==> src/rtl/cole_pkg.sv <==
package cole_pkg;

	typedef enum logic [2:0] {
		CMD_APPEND     = 3'd0,
		CMD_INS_BEFORE = 3'd1,
		CMD_INS_AFTER  = 3'd2,
		CMD_TRAVERSE   = 3'd3,
		CMD_SEARCH     = 3'd4,
		CMD_DELETE     = 3'd5
	} cmd_code_t;

	typedef enum logic [1:0] {
		ST_OK       = 2'd0,
		ST_NOTFOUND = 2'd1,
		ST_EMPTY    = 2'd2,
		ST_FULL     = 2'd3
	} status_t;

	typedef enum logic [1:0] {
		RD_IDX,
		RD_PREV,
		RD_NEXT
	} rd_sel_t;

	typedef enum logic [3:0] {
		S_IDLE,
		S_DECODE,
		S_SRCH_RD,
		S_SRCH_CMP,
		S_SHUP,
		S_SHUP_WR,
		S_DEL,
		S_DEL_WR,
		S_TR_RD,
		S_TR_EMIT,
		S_RESP
	} state_t;

	// controller -> datapath
	typedef struct packed {
		logic      load_in;
		logic      idx_clr;
		logic      idx_inc;
		logic      idx_dec;
		logic      idx_from_cnt;
		logic      tgt_from_cnt;
		logic      tgt_from_idx;
		logic      rd_en;
		rd_sel_t   rd_sel;
		logic      wr_en;
		logic      wr_shift;
		logic      cnt_inc;
		logic      cnt_dec;
		logic      out_load;
		logic      out_entry;
		logic      out_found;
		status_t   out_status;
		logic      out_last;
	} dp_ctl_t;

	// datapath -> controller
	typedef struct packed {
		cmd_code_t cmd;
		logic      empty;
		logic      full;
		logic      match;
		logic      idx_last;
		logic      idx_gt_tgt;
		logic      out_free;
	} dp_sts_t;

endpackage

==> src/rtl/cole_dp.sv <==
module cole_dp #(
	parameter int CAPACITY = 16
) (
	input  logic                  clk,
	input  logic                  arst_n,
	input  cole_pkg::dp_ctl_t     ctl,
	output cole_pkg::dp_sts_t     sts,
	input  logic [2:0]            command,
	input  logic [31:0]           new_value,
	input  logic [31:0]           key_value,
	input  logic                  res_stall,
	output logic                  res_valid,
	output logic [31:0]           entry_value,
	output logic                  found,
	output logic [1:0]            status,
	output logic                  last_of_run
);

	localparam int ADDR_W = (CAPACITY > 1) ? $clog2(CAPACITY) : 1;
	localparam int CNT_W  = $clog2(CAPACITY + 1);

	logic [31:0]          mem [CAPACITY];
	logic [31:0]          rd_data_q;
	logic [31:0]          nv_q;
	logic [31:0]          key_q;
	cole_pkg::cmd_code_t  cmd_q;
	logic [CNT_W-1:0]     count_q;
	logic [CNT_W-1:0]     idx_q;
	logic [CNT_W-1:0]     tgt_q;
	logic [CNT_W-1:0]     rd_ptr;
	logic [31:0]          wr_data;
	logic                 out_valid_q;
	logic [31:0]          out_entry_q;
	logic                 out_found_q;
	logic [1:0]           out_status_q;
	logic                 out_last_q;

	always_comb begin
		unique case (ctl.rd_sel)
			cole_pkg::RD_PREV: rd_ptr = idx_q - CNT_W'(1);
			cole_pkg::RD_NEXT: rd_ptr = idx_q + CNT_W'(1);
			default:           rd_ptr = idx_q;
		endcase
	end

	assign wr_data = ctl.wr_shift ? rd_data_q : nv_q;

	// single-port style store: one write or one registered read per cycle
	always_ff @(posedge clk) begin
		if (ctl.wr_en) begin
			mem[idx_q[ADDR_W-1:0]] <= wr_data;
		end
		if (ctl.rd_en) begin
			rd_data_q <= mem[rd_ptr[ADDR_W-1:0]];
		end
	end

	always_ff @(posedge clk) begin
		if (ctl.load_in) begin
			cmd_q <= cole_pkg::cmd_code_t'(command);
			nv_q  <= new_value;
			key_q <= key_value;
		end
		priority if (ctl.idx_clr) begin
			idx_q <= '0;
		end else if (ctl.idx_from_cnt) begin
			idx_q <= count_q;
		end else if (ctl.idx_inc) begin
			idx_q <= idx_q + CNT_W'(1);
		end else if (ctl.idx_dec) begin
			idx_q <= idx_q - CNT_W'(1);
		end else begin
			idx_q <= idx_q;
		end
		priority if (ctl.tgt_from_cnt) begin
			tgt_q <= count_q;
		end else if (ctl.tgt_from_idx) begin
			tgt_q <= idx_q + CNT_W'(cmd_q == cole_pkg::CMD_INS_AFTER);
		end else begin
			tgt_q <= tgt_q;
		end
	end

	always_ff @(posedge clk or negedge arst_n) begin
		if (!arst_n) begin
			count_q <= '0;
		end else if (ctl.cnt_inc) begin
			count_q <= count_q + CNT_W'(1);
		end else if (ctl.cnt_dec) begin
			count_q <= count_q - CNT_W'(1);
		end
	end

	// result register; a new result may load in the cycle the old one transfers
	always_ff @(posedge clk or negedge arst_n) begin
		if (!arst_n) begin
			out_valid_q <= 1'b0;
		end else if (ctl.out_load) begin
			out_valid_q <= 1'b1;
		end else if (!res_stall) begin
			out_valid_q <= 1'b0;
		end
	end

	always_ff @(posedge clk) begin
		if (ctl.out_load) begin
			out_entry_q  <= ctl.out_entry ? rd_data_q : 32'd0;
			out_found_q  <= ctl.out_found;
			out_status_q <= ctl.out_status;
			out_last_q   <= ctl.out_last;
		end
	end

	assign sts.cmd        = cmd_q;
	assign sts.empty      = (count_q == '0);
	assign sts.full       = (count_q == CNT_W'(CAPACITY));
	assign sts.match      = (rd_data_q == key_q);
	assign sts.idx_last   = ((idx_q + CNT_W'(1)) == count_q);
	assign sts.idx_gt_tgt = (idx_q > tgt_q);
	assign sts.out_free   = !out_valid_q || !res_stall;

	assign res_valid   = out_valid_q;
	assign entry_value = out_entry_q;
	assign found       = out_found_q;
	assign status      = out_status_q;
	assign last_of_run = out_last_q;

endmodule

==> src/rtl/cole_ctrl.sv <==
module cole_ctrl (
	input  logic                  clk,
	input  logic                  arst_n,
	input  logic                  cmd_valid,
	output logic                  cmd_stall,
	input  cole_pkg::dp_sts_t     sts,
	output cole_pkg::dp_ctl_t     ctl
);

	cole_pkg::state_t  state_q;
	cole_pkg::state_t  state_d;
	cole_pkg::status_t res_st_q;
	cole_pkg::status_t res_st_d;
	logic              res_fnd_q;
	logic              res_fnd_d;
	logic              res_set;

	always_ff @(posedge clk or negedge arst_n) begin
		if (!arst_n) begin
			state_q   <= cole_pkg::S_IDLE;
			res_st_q  <= cole_pkg::ST_OK;
			res_fnd_q <= 1'b0;
		end else begin
			state_q <= state_d;
			if (res_set) begin
				res_st_q  <= res_st_d;
				res_fnd_q <= res_fnd_d;
			end
		end
	end

	always_comb begin
		state_d = state_q;
		unique case (state_q)
			cole_pkg::S_IDLE: begin
				if (cmd_valid) state_d = cole_pkg::S_DECODE;
			end
			cole_pkg::S_DECODE: begin
				unique case (sts.cmd)
					cole_pkg::CMD_APPEND:
						state_d = sts.full ? cole_pkg::S_RESP : cole_pkg::S_SHUP;
					cole_pkg::CMD_INS_BEFORE, cole_pkg::CMD_INS_AFTER,
					cole_pkg::CMD_SEARCH, cole_pkg::CMD_DELETE:
						state_d = sts.empty ? cole_pkg::S_RESP : cole_pkg::S_SRCH_RD;
					cole_pkg::CMD_TRAVERSE:
						state_d = sts.empty ? cole_pkg::S_RESP : cole_pkg::S_TR_RD;
					default:
						state_d = cole_pkg::S_IDLE;
				endcase
			end
			cole_pkg::S_SRCH_RD: state_d = cole_pkg::S_SRCH_CMP;
			cole_pkg::S_SRCH_CMP: begin
				if (sts.match) begin
					priority if (sts.cmd == cole_pkg::CMD_SEARCH) begin
						state_d = cole_pkg::S_RESP;
					end else if (sts.cmd == cole_pkg::CMD_DELETE) begin
						state_d = cole_pkg::S_DEL;
					end else if (sts.full) begin
						state_d = cole_pkg::S_RESP;
					end else begin
						state_d = cole_pkg::S_SHUP;
					end
				end else if (sts.idx_last) begin
					state_d = cole_pkg::S_RESP;
				end else begin
					state_d = cole_pkg::S_SRCH_RD;
				end
			end
			cole_pkg::S_SHUP:
				state_d = sts.idx_gt_tgt ? cole_pkg::S_SHUP_WR : cole_pkg::S_RESP;
			cole_pkg::S_SHUP_WR: state_d = cole_pkg::S_SHUP;
			cole_pkg::S_DEL:
				state_d = sts.idx_last ? cole_pkg::S_RESP : cole_pkg::S_DEL_WR;
			cole_pkg::S_DEL_WR: state_d = cole_pkg::S_DEL;
			cole_pkg::S_TR_RD: state_d = cole_pkg::S_TR_EMIT;
			cole_pkg::S_TR_EMIT: begin
				if (sts.out_free) begin
					state_d = sts.idx_last ? cole_pkg::S_IDLE : cole_pkg::S_TR_RD;
				end
			end
			cole_pkg::S_RESP: begin
				if (sts.out_free) state_d = cole_pkg::S_IDLE;
			end
			default: state_d = cole_pkg::S_IDLE;
		endcase
	end

	always_comb begin
		ctl            = '0;
		ctl.rd_sel     = cole_pkg::RD_IDX;
		ctl.out_status = cole_pkg::ST_OK;
		res_set        = 1'b0;
		res_st_d       = cole_pkg::ST_OK;
		res_fnd_d      = 1'b0;
		cmd_stall      = (state_q != cole_pkg::S_IDLE);
		unique case (state_q)
			cole_pkg::S_IDLE: begin
				ctl.load_in = cmd_valid;
			end
			cole_pkg::S_DECODE: begin
				res_set = 1'b1;
				unique case (sts.cmd)
					cole_pkg::CMD_APPEND: begin
						res_st_d = sts.full ? cole_pkg::ST_FULL : cole_pkg::ST_OK;
						ctl.idx_from_cnt = 1'b1;
						ctl.tgt_from_cnt = 1'b1;
					end
					cole_pkg::CMD_INS_BEFORE, cole_pkg::CMD_INS_AFTER,
					cole_pkg::CMD_SEARCH, cole_pkg::CMD_DELETE,
					cole_pkg::CMD_TRAVERSE: begin
						res_st_d = cole_pkg::ST_EMPTY;
						ctl.idx_clr = 1'b1;
					end
					default: begin
						res_set = 1'b0;
					end
				endcase
			end
			cole_pkg::S_SRCH_RD: begin
				ctl.rd_en = 1'b1;
			end
			cole_pkg::S_SRCH_CMP: begin
				res_set = 1'b1;
				if (sts.match) begin
					res_fnd_d = 1'b1;
					priority if (sts.cmd == cole_pkg::CMD_SEARCH ||
					             sts.cmd == cole_pkg::CMD_DELETE) begin
						res_st_d = cole_pkg::ST_OK;
					end else if (sts.full) begin
						res_st_d = cole_pkg::ST_FULL;
					end else begin
						// insert point fixed, start shifting from the tail
						res_st_d         = cole_pkg::ST_OK;
						ctl.tgt_from_idx = 1'b1;
						ctl.idx_from_cnt = 1'b1;
					end
				end else begin
					res_st_d    = cole_pkg::ST_NOTFOUND;
					ctl.idx_inc = !sts.idx_last;
				end
			end
			cole_pkg::S_SHUP: begin
				if (sts.idx_gt_tgt) begin
					ctl.rd_en  = 1'b1;
					ctl.rd_sel = cole_pkg::RD_PREV;
				end else begin
					ctl.wr_en   = 1'b1;
					ctl.cnt_inc = 1'b1;
				end
			end
			cole_pkg::S_SHUP_WR: begin
				ctl.wr_en    = 1'b1;
				ctl.wr_shift = 1'b1;
				ctl.idx_dec  = 1'b1;
			end
			cole_pkg::S_DEL: begin
				if (sts.idx_last) begin
					ctl.cnt_dec = 1'b1;
				end else begin
					ctl.rd_en  = 1'b1;
					ctl.rd_sel = cole_pkg::RD_NEXT;
				end
			end
			cole_pkg::S_DEL_WR: begin
				ctl.wr_en    = 1'b1;
				ctl.wr_shift = 1'b1;
				ctl.idx_inc  = 1'b1;
			end
			cole_pkg::S_TR_RD: begin
				ctl.rd_en = 1'b1;
			end
			cole_pkg::S_TR_EMIT: begin
				if (sts.out_free) begin
					ctl.out_load  = 1'b1;
					ctl.out_entry = 1'b1;
					ctl.out_last  = sts.idx_last;
					ctl.idx_inc   = !sts.idx_last;
				end
			end
			cole_pkg::S_RESP: begin
				ctl.out_load   = sts.out_free;
				ctl.out_found  = res_fnd_q;
				ctl.out_status = res_st_q;
				ctl.out_last   = 1'b1;
			end
			default: begin
				ctl.load_in = 1'b0;
			end
		endcase
	end

endmodule

==> src/rtl/circular_ordered_list_engine_top.sv <==
// channel  | valid     | stall     | payload
// ---------+-----------+-----------+-----------------------------------------------
// command  | cmd_valid | cmd_stall | command, new_value, key_value
// result   | res_valid | res_stall | entry_value, found, status, last_of_run
//
// One command at a time. A command is accepted in the idle state and then decoded; each
// entry compared, moved or emitted first needs a read of the entry store, which has a
// single access per cycle with a registered read. The longest commands, from one
// command transfer to the next, are an insert before the head of a list one short of
// full, or a delete of the head of a full list.
// Reset clears the entry count and result valid; store contents are never read
// before written. A stalled result holds; the next command is taken meanwhile.
module circular_ordered_list_engine_top #(
	parameter int CAPACITY = 16
) (
	input  logic               clk,
	input  logic               arst_n,
	input  logic               cmd_valid,
	output logic               cmd_stall,
	input  logic [2:0]         command,
	input  logic signed [31:0] new_value,
	input  logic signed [31:0] key_value,
	output logic               res_valid,
	input  logic               res_stall,
	output logic signed [31:0] entry_value,
	output logic               found,
	output logic [1:0]         status,
	output logic               last_of_run
);

	cole_pkg::dp_ctl_t ctl;
	cole_pkg::dp_sts_t sts;
	logic [31:0]       entry_raw;

	cole_ctrl u_ctrl (
		.clk       (clk),
		.arst_n    (arst_n),
		.cmd_valid (cmd_valid),
		.cmd_stall (cmd_stall),
		.sts       (sts),
		.ctl       (ctl)
	);

	cole_dp #(
		.CAPACITY (CAPACITY)
	) u_dp (
		.clk         (clk),
		.arst_n      (arst_n),
		.ctl         (ctl),
		.sts         (sts),
		.command     (command),
		.new_value   (new_value),
		.key_value   (key_value),
		.res_stall   (res_stall),
		.res_valid   (res_valid),
		.entry_value (entry_raw),
		.found       (found),
		.status      (status),
		.last_of_run (last_of_run)
	);

	assign entry_value = entry_raw;

endmodule
==> config.mk <==
export PLATFORM = sky130hd
export DESIGN_NAME = circular_ordered_list_engine_top
export DESIGN_NICKNAME = d
export VERILOG_FILES = /design/src/rtl/cole_pkg.sv /design/src/rtl/cole_dp.sv /design/src/rtl/cole_ctrl.sv /design/src/rtl/circular_ordered_list_engine_top.sv
export SDC_FILE = /design/constraint.sdc
export NUM_CORES = 1
export LEC_CHECK = 0
export BUFFER_PORTS_ARGS = -buffer_cell sky130_fd_sc_hd__buf_2
export CELL_PAD_IN_SITES_DETAIL_PLACEMENT = 1
export CELL_PAD_IN_SITES_GLOBAL_PLACEMENT = 2
export CORE_AREA = 5 5 232 404
export CTS_CLUSTER_DIAMETER = 100
export DETAILED_ROUTE_END_ITERATION = 10
export DIE_AREA = 0 0 237 409
export PLACE_DENSITY_LB_ADDON = 0.1
export SLEW_MARGIN = 20
export SYNTH_ARGS = -nofsm -noshare
export SYNTH_HDL_FRONTEND = slang
export SYNTH_SLANG_ARGS = --single-unit
==> constraint.sdc <==
create_clock -name clk -period 3.9 [get_ports clk]
set_input_delay 0.39 -clock clk [delete_from_list [all_inputs] [get_ports clk]]
set_output_delay 0.39 -clock clk [all_outputs]
set_load 0.1 [all_outputs]
# --- Word-level counts from Yosys, hierarchy flattened ---
# Memories as Yosys holds them, arrays and structs flattened. A register that Yosys moved wholly into a read port is not among the register bits.
# Index checks and enable logic that the tools add are counted.
word_totals:
  n_memories: 1
  input_bits: 71
  regBits: 126
  output_inout_bits: 38
  ramBits: 512
mem_list:
  columns: ["name", "words", "width", "read_ports", "rd_ports_with_merged_regs", "wr", "line", "source"]
  rows:
  - ["u_dp.mem", 16, 32, 1, 1, 1, "cole_dp.sv:22", "logic [31:0] mem [CAPACITY];"]
op_classes:
  n_reduce_logical: 18
  eq_ne: 24
  muxes: 66
  order_cmp: 1
  addsub: 5
ops:
  columns: ["operator", "n"]
  rows:
  - ["$mux W4", 12]
  - ["$pmux W4 S11", 1]
  - ["$mux W5", 7]
  - ["$eq A32 B32 Y1", 1]
  - ["$mux W32", 1]
  - ["$mux W1", 25]
  - ["$eq A4 B3 Y1 const B", 4]
  - ["$eq A4 B4 Y1 const B", 3]
  - ["$mux W2", 6]
  - ["$pmux W2 S2", 3]
  - ["$pmux W4 S3", 1]
  - ["$add A5 B1 Y5 const B", 2]
  - ["$pmux W1 S2", 5]
  - ["$sub A5 B1 Y5 const B", 2]
  - ["$eq A4 B2 Y1 const B", 2]
  - ["$pmux W4 S2", 1]
  - ["$eq A3 B2 Y1 const B", 2]
  - ["$eq A3 B3 Y1 const B", 2]
  - ["$mux W3", 2]
  - ["$ne A2 B1 Y1 const B", 3]
  - ["$pmux W1 S3", 2]
  - ["$reduce_or A6 Y1", 1]
  - ["$add A5 B1 Y5", 1]
  - ["$eq A5 B5 Y1", 1]
  - ["other kinds (19)", 24]

# --- Depth between registers and ports, before layout ---
# Gate-level depths: netlist (run 1).
depth:
  depth_word: 7
  ltp_mapped: 20
  mapped_depth_nobuf: 15

# --- Cells and area by module ---
# Synthesis (run 1) repeated with hierarchy kept, for this count alone.
hier_totals:
  hier_cells: 1348
  area_unflattened_um2: 27013.4
modules_own_cells:
  columns: ["module", "cells_each", "area_per_inst_um2", "n_inst"]
  rows:
  - ["cole_dp", 1229, 26163.8, 1]
  - ["cole_ctrl", 119, 849.6, 1]

# --- Worst setup path after synthesis (run 1) ---
# No wires, ideal clock.
synth_timing:
  path_type: "reg2reg"
  start: "register u_ctrl.state_q[2]"
  end: "register u_dp.cmd_q[0] (enable)"
  path_buffers: 1
  required_ps: 3408
  path_slack_ps: -1202
  t_arrival_ps: 4611
  stages_incl_launch_ff: 5
  setup_ps: 492
  path_cell_list: "dfrtp_1 > buf_2 > nor2_1 > nand3_1 > nor2_1"
synth_rtl:
  columns: ["element", "line", "source"]
  rows:
  - ["start, declared", "cole_ctrl.sv:10", "cole_pkg::state_t state_q;"]
  - ["start signal, assigned", "cole_ctrl.sv:20", "state_q <= cole_pkg::S_IDLE;"]
  - ["start signal, assigned", "cole_ctrl.sv:24", "state_q <= state_d;"]
  - ["end signal, assigned", "cole_dp.sv:60", "cmd_q <= cole_pkg::cmd_code_t'(command);"]
  - ["end, declared", "cole_dp.sv:26", "cole_pkg::cmd_code_t cmd_q;"]

# --- Final worst setup path (run 1) ---
layout_timing:
  start: "register u_dp.idx_q[0]"
  end: "register u_dp.rd_data_q[22] (read register of u_dp.mem), data pin"
layout_between:
  elab_chain_len: 6
  word_cells_on_any_way: 11
layout_lines:
  columns: ["element", "line", "source"]
  rows:
  - ["start, declared", "cole_dp.sv:28", "logic [CNT_W-1:0] idx_q;"]
  - ["start signal, assigned", "cole_dp.sv:67", "idx_q <= count_q;"]
  - ["start signal, assigned", "cole_dp.sv:69", "idx_q <= idx_q + CNT_W'(1);"]
  - ["start signal, assigned", "cole_dp.sv:71", "idx_q <= idx_q - CNT_W'(1);"]
  - ["$add A5 B1 Y5", "cole_dp.sv:41", "cole_pkg::RD_NEXT: rd_ptr = idx_q + CNT_W'(1);"]
  - ["$eq A5 B5 Y1", "cole_dp.sv:118", "assign sts.idx_last = ((idx_q + CNT_W'(1)) == count_q);"]
  - ["$mux W3", "cole_ctrl.sv:157", "if (sts.idx_last) begin"]
  - ["$pmux W2 S2", "cole_ctrl.sv:96", "unique case (state_q)"]
  - ["$eq A2 B2 Y1 or $eq A2 B1 Y1 (tied branches)", "cole_dp.sv:39", "unique case (ctl.rd_sel)"]
  - ["$pmux W4 S2", "cole_dp.sv:39", null]
  - ["end, declared", "cole_dp.sv:23", "logic [31:0] rd_data_q;"]
# Several ways; a longest one is shown, not always the timed one.
# A chain may end at the register's enable or synchronous reset.

==> results of run 1 <==
[synth_stat cells, types with 2 or more instances]
| master | n |
|---|---|
| nand4_1 | 5 |
| o22ai_1 | 2 |
| o21ai_0 | 18 |
| a21oi_1 | 48 |
| xor2_1 | 39 |
| a21oi_2 | 3 |
| and2_1 | 37 |
| a211oi_2 | 4 |
| ha_1 | 17 |
| o211ai_1 | 2 |
| nor2_1 | 40 |
| nand2b_1 | 3 |
| inv_1 | 22 |
| dfxtp_1 | 5 |
| buf_6 | 11 |
| o21ai_1 | 7 |
| xnor2_1 | 5 |
| or3_1 | 2 |
| nand2_1 | 36 |
| o221ai_1 | 2 |
| a21o_1 | 4 |
| buf_4 | 3 |
| and3_1 | 6 |
| nor4_1 | 8 |
| clkbuf_1 | 20 |
| mux4_2 | 128 |
| buf_2 | 30 |
| mux2_2 | 35 |
| nor2b_1 | 38 |
| mux2i_1 | 35 |
| edfxtp_1 | 652 |
| a31oi_1 | 3 |
| o21a_1 | 2 |
| nor3_1 | 12 |
| a211oi_1 | 31 |
| nand3_1 | 11 |
| dfrtp_1 | 13 |
[metal layers]
metal  track usage [%]  part of all wire, %  up-vias
met2              29.0                   53      304
li1                  -                    -     6173
met5                 0                0.024        -
met3              2.48                  3.6       88
met1              20.3                   41     7508
met4              4.94                  2.4        2
[power breakdown]
part / total [mW] / internal [mW] / switching [mW]
logic: 8.09 / 3.65 / 4.44
registers: 9.70 / 9.10 / 0.603
clock network: 6.43 / 3.55 / 2.88
[placed cells by master (no fill, tap or decap), drive strengths merged, types with 3 or more instances in the layout]
cell / synthesis / final
mux2i: 35 / 35
a21oi: 51 / 51
edfxtp: 652 / 652
bufinv: 0 / 4
nand4: 5 / 5
nor4: 9 / 9
nor2: 42 / 42
xnor2: 5 / 5
nand2b: 3 / 3
nor3: 13 / 13
a211oi: 35 / 35
nor2b: 38 / 38
clkbuf: 20 / 84
inv: 23 / 25
o21ai: 25 / 25
buf: 45 / 255
dfrtp: 13 / 13
nand2: 36 / 36
a31oi: 4 / 4
mux2: 36 / 36
o22ai: 3 / 3
o311ai: 3 / 3
a21o: 4 / 4
mux4: 128 / 128
xor2: 39 / 39
ha: 17 / 17
clkinv: 0 / 33
dfxtp: 5 / 5
and2: 37 / 37
and3: 6 / 6
nand3: 11 / 11
dlygate4sd3: 0 / 68
[final timing paths]
kind	to	slack, ns	cells after the start
max	u_dp.rd_data_q[22]	0.16	18
min	u_ctrl.state_q[3]	0.14	3
max reg2reg	u_dp.rd_data_q[22]	0.16	18
min reg2reg	u_ctrl.res_st_q[0]	0.50	1
max in group asynchronous	u_ctrl.res_st_q[0]	3.43	2
min in group asynchronous	u_dp.count_q[0]	0.20	2
[registers in the layout (all words and copies together), names as in the netlist]
signal / cells
u_dp.nv_q: 32
u_ctrl.res_st_q: 2
u_dp.tgt_q: 5
u_dp.mem: 512
u_dp.last_of_run: 1
u_dp.rd_data_q: 32
u_dp.count_q: 5
u_ctrl.res_fnd_q: 1
u_dp.entry_value: 32
u_ctrl.state_q: 4
u_dp.status: 2
u_dp.key_q: 32
u_dp.res_valid: 1
u_dp.cmd_q: 3
u_dp.found: 1
u_dp.idx_q: 5
[cells by family after synthesis]
kind of cell / Yosys count
flip-flops: 670
AND/OR/NAND/NOR: 207
multiplexers: 199
AO/OA/AOI/OAI: 142
buffers and inverters: 88
XOR/XNOR: 44
adder cells (fa/ha/maj): 18
[cell type report]
class / instances / area share [%]
flip-flops and latches: 670 / 59.9
multi-input cells: 610 / 19.7
repair buffers: 325 / 9.30
clock buffers: 83 / 5.32
well taps: 1184 / 4.43
clock inverters: 41 / 1.10
inverters: 23 / 0.258
[what timing repair did]
| action | 4_1_cts | 5_1_grt |
|---|---|---|
| pin swaps | 1 | 3 |
| resized for setup | 7 | 15 |
| buffers inserted | 2 | 9 |
| hold buffers | 68 | 0 |
| hold endpoints to repair | 80 | 0 |
| endpoints found under the setup margin | 24 | 32 |
| cloned | 1 | 1 |
[worst register-to-register path, cell delays in order, from the launching register on]
cell,delay [ns]
dfxtp_4,0.37
inv_2,0.07
ha_4,0.25
xor2_1,0.14
a211oi_2,0.28
o311ai_4,0.17
nand3_2,0.12
inv_1,0.07
ha_1,0.23
buf_4,0.17
mux2i_1,0.15
nor2_1,0.09
a21oi_4,0.25
buf_12,0.20
buf_12,0.16
mux4_2,0.29
nor2b_1,0.14
a211oi_1,0.27
a21oi_1,0.07
[per-stage QoR]
stage	std cells	cell area [um^2]	utilization, %	setup TNS, ns
global placement	2731	30300	33.7	-0.0772
finish	2936	33400	37.1	0
CTS	2926	33200	36.9	0
global route	2936	33400	37.1	-0.0969
detailed placement	2731	30300	33.7	-0.171
floorplan	1368	26800	-	0
==> run_results.csv, run 1 <==
group,metric,value,unit
outcome,outcome,"completed",
routing,wire_per_inst,27.1,um
routing,vias,14100,
clock_network,cts-buffers-inserted,68,
finish,areaGrowthSynthToFinish,24.8,%
clock_network,cts_tree,"built",
finish,finish.net_count,1787,
worst_setup_path,worst-endpoint-required,4.28,ns
routing,detail-route-antenna-nets,0,
synth,yosys-mux-area-fraction,13.6,%
synth,avgSynthCellArea,19.6,um^2
sta,fin_crit_sh,95.8,%
floorplan,io_pins,109,
synth,post-synth-top-area-fraction,73.1,%
worst_setup_path,cpLargestDelayFamily,"compound AO/OA/AOI/OAI gates",
worst_setup_path,crit_path_start,"u_dp.idx_q[0]",
power,total_leakage_power,11.2,nW
run,max_cap_violations,0,
routing,finalWirelength,79.6,mm
clock_network,cts.htree.levels,3,
finish,fillerInstances,8771,
sta,timing.final.crit_period,3.74,ns
global_route,grt_first_pass_wirelength,113,mm
sta,final.setup_skew,0.0219,ns
clock_network,clk_pin_slew_worst_paths,0.06,ns
clock_network,number_of_buffers_on_the_longest_clock_path,3,
synth,post_synth_instance_area,0.0268,mm^2
global_route,grt_overflow,0,
synth,ys_seq_elements,670,
synth,synth_seq_area_share,74.7,%
clock_network,clock_sinks,670,
floorplan,initial_core_util,29.7,%
routing,detail_route.drc_violations,0,
worst_setup_path,timing.critical_path.cells,"inv_2, ha_4, xor2_1, a211oi_2, o311ai_4, nand3_2, inv_1, ha_1, buf_4, mux2i_1, nor2_1, a21oi_4, buf_12, buf_12, mux4_2, nor2b_1, a211oi_1, a21oi_1",
sta,layout_setup_ws,0.165,ns
power,power_density,725,mW/mm^2
sta,max_freq,268,MHz
synth,synth_fa_ha_area_share,0.869,%
finish,area.sequential,0.0200,mm^2
place,dpl_worst_slack,-0.0491,ns
routing,drtPass1Iterations,4,
worst_setup_path,worstReg2RegStart,"u_dp.idx_q[0]",
sta,max_slew_violation_count,0,
synth,synth_top_cells_by_area,"edfxtp_1, mux4_2, mux2_2, mux2i_1, xor2_1",
sta,fin_hold_ws,0.145,ns
floorplan,fp.dieH,409,um
floorplan,floorplan.rows,146,
synth,post_synthesis_compound_gate_area_fraction,3.57,%
sta,timing.max_slew.rel_slack,45.9,%
synth,syn_inst,1368,
sta,grt_setup_unrepaired,"true",
global_route,antenna_violations_before_repair,6,
floorplan,core,0.0901,mm^2
synth,number_of_warnings_issued_by_yosys,0,
routing,dr.first_iter.drc_count,886,
global_route,grt_max_degree,38,
worst_setup_path,crit_path_start_kind,"register",
clock_network,clock_insertion_delay_worst_skew,0.64,ns
global_route,grt_use_total,16.2,%
sta,setup_violations,0,
place,hpwlAfterDp,49.2,mm
hold_path,hold_path.startpoint,"cmd_valid",
worst_setup_path,path_max_fanout,11,
sta,timing.final.hold_violations,0,
worst_setup_path,worstPathBufferInverterCount,5,
synth,yosys_most_used_dff,"edfxtp_1",
floorplan,die_w,237,um
routing,drt-vias-per-instance,4.79,
worst_setup_path,top_cell_by_count_worst_path,"buf_12",
synth,synth_simple_gate_area_share,4.09,%
sta,worst_slew_pin_slew,0.811,ns
synth,syn_nets,1457,
place,gp_routability_congestion,0.750,
synth,synth.lib_cells_used.distinct,66,
floorplan,fp.dieArea,0.0969,mm^2
worst_setup_path,path_class,"register to register",
clock_network,cts_root_buf,"clkbuf_16",
synth,synth_async_sr_flop_share,1.94,%
finish,drive_gt1_share,32.4,%
synth,synth.largest_area_cell,"edfxtp_1",
worst_setup_path,critical_path_arrival,4.11,ns
synth,synth_top_family_by_area,"multiplexers",
worst_setup_path,kind_of_end_point_of_the_critical_path,"register",
power,report.power.total,24.2,mW
place,port-buffer-count,108,
finish,multi_input_area,0.00658,mm^2
global_route,first_global_vias,15400,
worst_setup_path,critical_path.max_stage_delay,0.37,ns
synth,synth_enable_flop_cells,652,
hold_path,holdCritPathClass,"input pin to register",
synth,post_synth_xor_area_fraction,1.44,%
power,ir_worst_vdd,0.000355,V
worst_setup_path,crit_slowest_cell,"dfxtp_4",
finish,antennaDiodeCount,0,
Power figures use the tool's default switching activity.
==> inputs of run 2 (changes only) <==
--- a/config.mk
+++ b/config.mk
@@ -8,10 +8,10 @@
 export BUFFER_PORTS_ARGS = -buffer_cell sky130_fd_sc_hd__buf_2
 export CELL_PAD_IN_SITES_DETAIL_PLACEMENT = 1
 export CELL_PAD_IN_SITES_GLOBAL_PLACEMENT = 2
-export CORE_AREA = 5 5 232 404
+export CORE_AREA = 5 5 195 339
 export CTS_CLUSTER_DIAMETER = 100
 export DETAILED_ROUTE_END_ITERATION = 10
-export DIE_AREA = 0 0 237 409
+export DIE_AREA = 0 0 200 344
 export PLACE_DENSITY_LB_ADDON = 0.1
 export SLEW_MARGIN = 20
 export SYNTH_ARGS = -nofsm -noshare
==> run 2 against run 1 <==
  * Global-route usage increased by 4.6 points
  * Die area is 29% lower
  * Register-to-register slack barely moved
  * Clock power fell by 3%
  * Highest routed layer is now met4
  * Cell count is 14% lower
  * Via count decreased by 0.35%
  * Non-clock buffer count shrank 26
  * Critical path depth fell by 1
  * Wire length shrank 8.7%
  * Flip-flop and latch count stayed put
  * Clock skew increased by 0.018 ns
  * Largest power group unchanged
==> run_results.csv, run 2 (synthesis gave the netlist of run 1 again) <==
group,metric,value,unit
finish,finish.net_count,1754,
clock_network,cts_tree,"built",
sta,setup_violations,0,
worst_setup_path,critical_path.max_stage_delay,0.49,ns
place,port-buffer-count,108,
finish,most_common_cell_after_layout_fill_and_taps_aside,"edfxtp_1",
run,max_cap_violations,0,
routing,wire_per_inst,28.8,um
floorplan,die_w,200,um
sta,timing.final.crit_period,3.75,ns
sta,timing.max_slew.rel_slack,42.3,%
place,hpwlAfterDp,42.4,mm
routing,detail_route.drc_violations,0,
global_route,antenna_violations_before_repair,1,
finish,fillerInstances,5712,
worst_setup_path,worst-endpoint-required,4.29,ns
worst_setup_path,cpLargestDelayFamily,"buffers and inverters",
finish,antennaDiodeCount,0,
hold_path,hold_path.startpoint,"cmd_valid",
place,post_dp_cell_area,0.0293,mm^2
finish,multi_input_area,0.00661,mm^2
global_route,grt_max_degree,68,
worst_setup_path,path_class,"register to register",
worst_setup_path,crit_path_start,"u_dp.idx_q[2]",
worst_setup_path,kind_of_end_point_of_the_critical_path,"register",
worst_setup_path,crit_path_start_kind,"register",
sta,max_slew_violation_count,0,
hold_path,holdCritPathClass,"input pin to register",
place,gp_routability_congestion,0.782,
floorplan,initial_core_util,42.6,%
routing,finalWirelength,72.6,mm
sta,fin_crit_sh,96.1,%
worst_setup_path,worstReg2RegStart,"u_dp.idx_q[2]",
power,report.power.total,23.8,mW
floorplan,fp.dieArea,0.0688,mm^2
finish,area.sequential,0.0200,mm^2
finish,flip_flop_count_of_the_largest_register_all_copies_and_words_added,512,
global_route,grt_use_total,20.9,%
sta,setup_total_negative_slack,0,ns
power,ir_worst_vdd,0.000724,V
global_route,grt_first_pass_wirelength,103,mm
worst_setup_path,timing.critical_path.cells,"buf_12, and3_1, xnor2_1, o311ai_4, nand3_2, inv_1, ha_1, nor2_1, nor3_2, a21oi_4, buf_4, clkbuf_16, buf_16, mux4_2, nor2b_1, a211oi_2, a21oi_1",
finish,final_core_utilization,51.8,%
routing,drtPass1Iterations,5,
worst_setup_path,critical_path_arrival,4.13,ns
finish,finalInstanceArea,0.0326,mm^2
clock_network,clk_pin_slew_worst_paths,0.07,ns
routing,detail-route-antenna-nets,0,
floorplan,io_pins,109,
clock_network,clock_insertion_delay_worst_skew,0.66,ns
clock_network,cts_root_buf,"clkbuf_16",
clock_network,cts-buffers-inserted,61,
power,power_density,730,mW/mm^2
clock_network,cts.htree.levels,2,
finish,final_cell_mix,"edfxtp_1, mux4_2, buf_2",
finish,drive_gt1_share,31.8,%
routing,dr.first_iter.drc_count,896,
floorplan,fp.dieH,344,um
routing,vias,14000,
global_route,first_global_vias,14900,
sta,final.setup_skew,0.0397,ns
power,total_leakage_power,11.0,nW
floorplan,floorplan.rows,122,
worst_setup_path,crit_slowest_cell,"mux4_2",
finish,areaGrowthSynthToFinish,21.7,%
sta,fin_hold_ws,0.105,ns
floorplan,core,0.0629,mm^2
sta,worst_slew_pin_slew,0.866,ns
routing,drt-vias-per-instance,5.56,
sta,max_freq,267,MHz
outcome,outcome,"completed",
global_route,grt_overflow,0,
worst_setup_path,path_max_fanout,18,
sta,timing.final.hold_violations,0,
worst_setup_path,worstPathBufferInverterCount,5,
clock_network,clock_sinks,670,
clock_network,number_of_buffers_on_the_longest_clock_path,3,
## run 2: worst paths after layout
kind                       slack (ns)  cells past startpoint            endpoint
hold / removal                   0.11                      3   u_ctrl.state_q[3]
hold reg to reg                  0.50                      1  u_ctrl.res_st_q[0]
min in group asynchronous        0.17                      2   u_ctrl.state_q[0]
setup reg to reg                 0.15                     17   u_dp.rd_data_q[4]
setup / recovery                 0.15                     17   u_dp.rd_data_q[4]
max in group asynchronous        3.45                      2  u_ctrl.res_st_q[0]
## run 2: cell type report
| class | count | area share [%] |
|---|---|---|
| clock buffer | 70 | 4.85 |
| clock inverter | 43 | 1.47 |
| inverter | 23 | 0.265 |
| multi-input combinational | 610 | 20.3 |
| sequential | 670 | 61.4 |
| tap | 806 | 3.09 |
| timing repair buffer | 299 | 8.64 |
## run 2: tightest hold or removal path, cell delays in order
cell	delay, ns
buf_2	0.09
o22ai_1	0.11
o22ai_2	0.11
## run 2: per-layer routing
layer  global-route usage [%]  vias up  routed length (um)  share of wire (%)
li1                         -     6103                   -                  -
met2                     37.1      367               38700                 53
met3                     3.22       88                3360                4.6
met5                        0        -                   0                  0
met4                     5.45        0                1830                2.5
met1                     26.8     7468               28700                 40
## run 2: what timing repair did
action                     4_1_cts  5_1_grt
hold endpoints to repair        80        0
setup buffers                    0       27
setup endpoints to repair        0       32
hold buffers                    68        0
resized for setup                0       31
## run 2: report_power, final
part | total (mW) | internal [mW] | switching, mW | leakage (nW)
Sequential | 9.69 | 9.09 | 0.595 | 6.12
Combinational | 7.88 | 3.56 | 4.32 | 3.89
Clock | 6.23 | 3.52 | 2.72 | 1.01
## run 2: per-stage QoR
step | setup WS, ns | std cells
final | 0.154 | 2521
after global routing | -0.0176 | 2521
after CTS | 0.0109 | 2490
after detailed placement | 0.0588 | 2309
after global placement | 0.0800 | 2309
after floorplan | 0.00542 | 1368
==> inputs of run 3 (changes only) <==
--- a/config.mk
+++ b/config.mk
@@ -6,13 +6,11 @@
 export NUM_CORES = 1
 export LEC_CHECK = 0
 export BUFFER_PORTS_ARGS = -buffer_cell sky130_fd_sc_hd__buf_2
-export CELL_PAD_IN_SITES_DETAIL_PLACEMENT = 1
-export CELL_PAD_IN_SITES_GLOBAL_PLACEMENT = 2
-export CORE_AREA = 5 5 195 339
-export CTS_CLUSTER_DIAMETER = 100
+export CORE_AREA = 5 5 173 300
+export CTS_CLUSTER_DIAMETER = 120
 export DETAILED_ROUTE_END_ITERATION = 10
-export DIE_AREA = 0 0 200 344
-export PLACE_DENSITY_LB_ADDON = 0.1
+export DIE_AREA = 0 0 178 305
+export PLACE_DENSITY = 0.75
 export SLEW_MARGIN = 20
 export SYNTH_ARGS = -nofsm -noshare
 export SYNTH_HDL_FRONTEND = slang
==> run 3 against run 2 <==
  * Cell count down 7.0%
  * Clock-buffer cell count decreased by 1
  * Critical path depth unchanged
  * Worst hold slack gained 0.068 ns
  * Die area fell by 21%
  * Highest routed layer unchanged
==> run_results.csv, run 3 (synthesis gave the netlist of run 1 again) <==
group,metric,value,unit
outcome,outcome,"completed",
floorplan,floorplan.rows,108,
sta,max_freq,264,MHz
routing,finalWirelength,63.0,mm
place,gp_routability_congestion,0.853,
clock_network,clock_sinks,670,
finish,areaGrowthSynthToFinish,18.9,%
clock_network,cts_root_buf,"clkbuf_16",
global_route,first_global_vias,14700,
sta,max_slew_violation_count,0,
run,max_cap_violations,0,
clock_network,clock_insertion_delay_worst_skew,0.61,ns
worst_setup_path,path_max_fanout,13,
sta,timing.final.crit_period,3.79,ns
clock_network,cts.htree.levels,2,
power,report.power.total,22.7,mW
sta,timing.final.hold_violations,0,
finish,finish.net_count,1729,
routing,detail-route-antenna-nets,0,
clock_network,cts-buffers-inserted,56,
global_route,antenna_violations_before_repair,0,
global_route,grt_max_degree,68,
floorplan,initial_core_util,54.3,%
global_route,grt_use_total,22.8,%
floorplan,fp.dieArea,0.0543,mm^2
sta,worst_slew_pin_slew,0.738,ns
finish,final_non_filler_cells,2345,
routing,drtPass1Iterations,5,
clock_network,clk_pin_slew_worst_paths,0.07,ns
clock_network,cts_tree,"built",
routing,drt-vias-per-instance,5.98,
routing,wire_per_inst,26.9,um
finish,flip_flop_count_of_the_largest_register_all_copies_and_words_added,512,
place,dpl.cell_count,2160,
routing,vias,14000,
worst_setup_path,kind_of_end_point_of_the_critical_path,"register",
hold_path,holdCritPathClass,"input pin to register",
sta,fin_crit_sh,97.2,%
finish,final_cell_mix,"edfxtp_1, mux4_2, buf_2",
power,total_leakage_power,10.7,nW
place,hpwlAfterDp,35.9,mm
worst_setup_path,critical_path_arrival,4.10,ns
finish,most_common_cell_after_layout_fill_and_taps_aside,"edfxtp_1",
power,ir_worst_vdd,0.000450,V
worst_setup_path,crit_path_start_kind,"register",
routing,detail_route.drc_violations,0,
place,port-buffer-count,108,
power,power_density,712,mW/mm^2
sta,setup_violations,0,
worst_setup_path,worst-endpoint-required,4.21,ns
sta,setup_total_negative_slack,0,ns
clock_network,number_of_buffers_on_the_longest_clock_path,3,
sta,final.setup_skew,0.0286,ns
routing,dr.first_iter.drc_count,1441,
global_route,grt_first_pass_wirelength,91.2,mm
floorplan,fp.dieH,305,um
floorplan,io_pins,109,
finish,drive_gt1_share,30.8,%
sta,timing.max_slew.rel_slack,50.6,%
floorplan,die_w,178,um
global_route,grt_overflow,0,
floorplan,core,0.0493,mm^2
worst_setup_path,path_class,"register to register",
## run 3: cell types whose count changed in the layout (fill, tap and decap cells not counted), sizes merged
| cell | delta |
|---|---|
| inv | -3 |
| buf | -20 |
| clkinvlp | +3 |
| clkinv | -8 |
| bufinv | -2 |
| diode | +1 |
| clkbuf | -1 |
## run 3: worst paths after layout
check | start | end | slack [ns] | cells past startpoint
setup reg to reg | u_dp.idx_q[3] | u_dp.rd_data_q[8] | 0.11 | 17
hold / removal | cmd_valid | u_ctrl.state_q[3] | 0.17 | 3
setup / recovery | u_dp.idx_q[3] | u_dp.rd_data_q[8] | 0.11 | 17
hold reg to reg | u_ctrl.res_st_q[1] | u_ctrl.res_st_q[1] | 0.51 | 1
max in group asynchronous | arst_n | u_dp.res_valid | 3.42 | 2
min in group asynchronous | arst_n | u_dp.count_q[3] | 0.22 | 2
## run 3: through the flow
stage	setup WS (ns)	hold WS [ns]	util [%]	instance area, um^2
after global routing	-0.0507	0.207	64.5	31800
after detailed placement	0.0240	0.318	58.7	28900
after floorplan	0.00542	0.0944	-	26800
final	0.110	0.173	64.5	31800
after CTS	0.00333	0.0110	63.8	31500
after global placement	0.111	0.311	58.7	28900
## run 3: final cells by class
| class | instances | area (um^2) |
|---|---|---|
| antenna | 1 | 2.50 |
| clock buffer | 69 | 1470 |
| clock inverter | 33 | 390 |
| fill | 3202 | 17500 |
| inverter | 23 | 86.3 |
| multi-input combinational | 610 | 6640 |
| sequential | 670 | 20000 |
| tap | 660 | 826 |
| timing repair buffer | 279 | 2400 |
## run 3: power breakdown
part           switching (mW)  leakage, nW  total, mW  internal [mW]
combinational            4.06         3.72       7.29           3.23
clock                    2.51        0.886       5.68           3.16
sequential              0.594         6.12       9.68           9.09
total                    7.17         10.7       22.7           15.5
## run 3: repair_timing
action / 4_1_cts / 5_1_grt
setup buffers: 0 / 10
endpoints found under the setup margin: 5 / 32
hold endpoints to repair: 79 / 1
pin swaps: 0 / 6
gates resized for setup: 2 / 30
cloned: 0 / 4
hold buffers: 67 / 1
## run 3: worst max-delay path, cell delays in order, from the launching register on
cell and delay, ns:
dfxtp_1 0.53, ha_1 0.33, nand4_1 0.08, mux2i_1 0.09
a21oi_2 0.21, and2_4 0.20, inv_1 0.06, ha_1 0.19
buf_4 0.16, mux2i_1 0.16, nor2_2 0.07, a21oi_4 0.27
buf_12 0.21, buf_16 0.17, mux4_2 0.32, nor2b_1 0.16
a211oi_2 0.19, a21oi_1 0.07
## run 3: per-layer routing
layer	vias to the layer above	part of all wire, %	GRT usage [%]
li1	6045	-	-
met1	7232	37	29.0
met2	648	54	41.0
met3	108	6.8	2.91
met4	0	2.9	6.54
met5	-	0	0
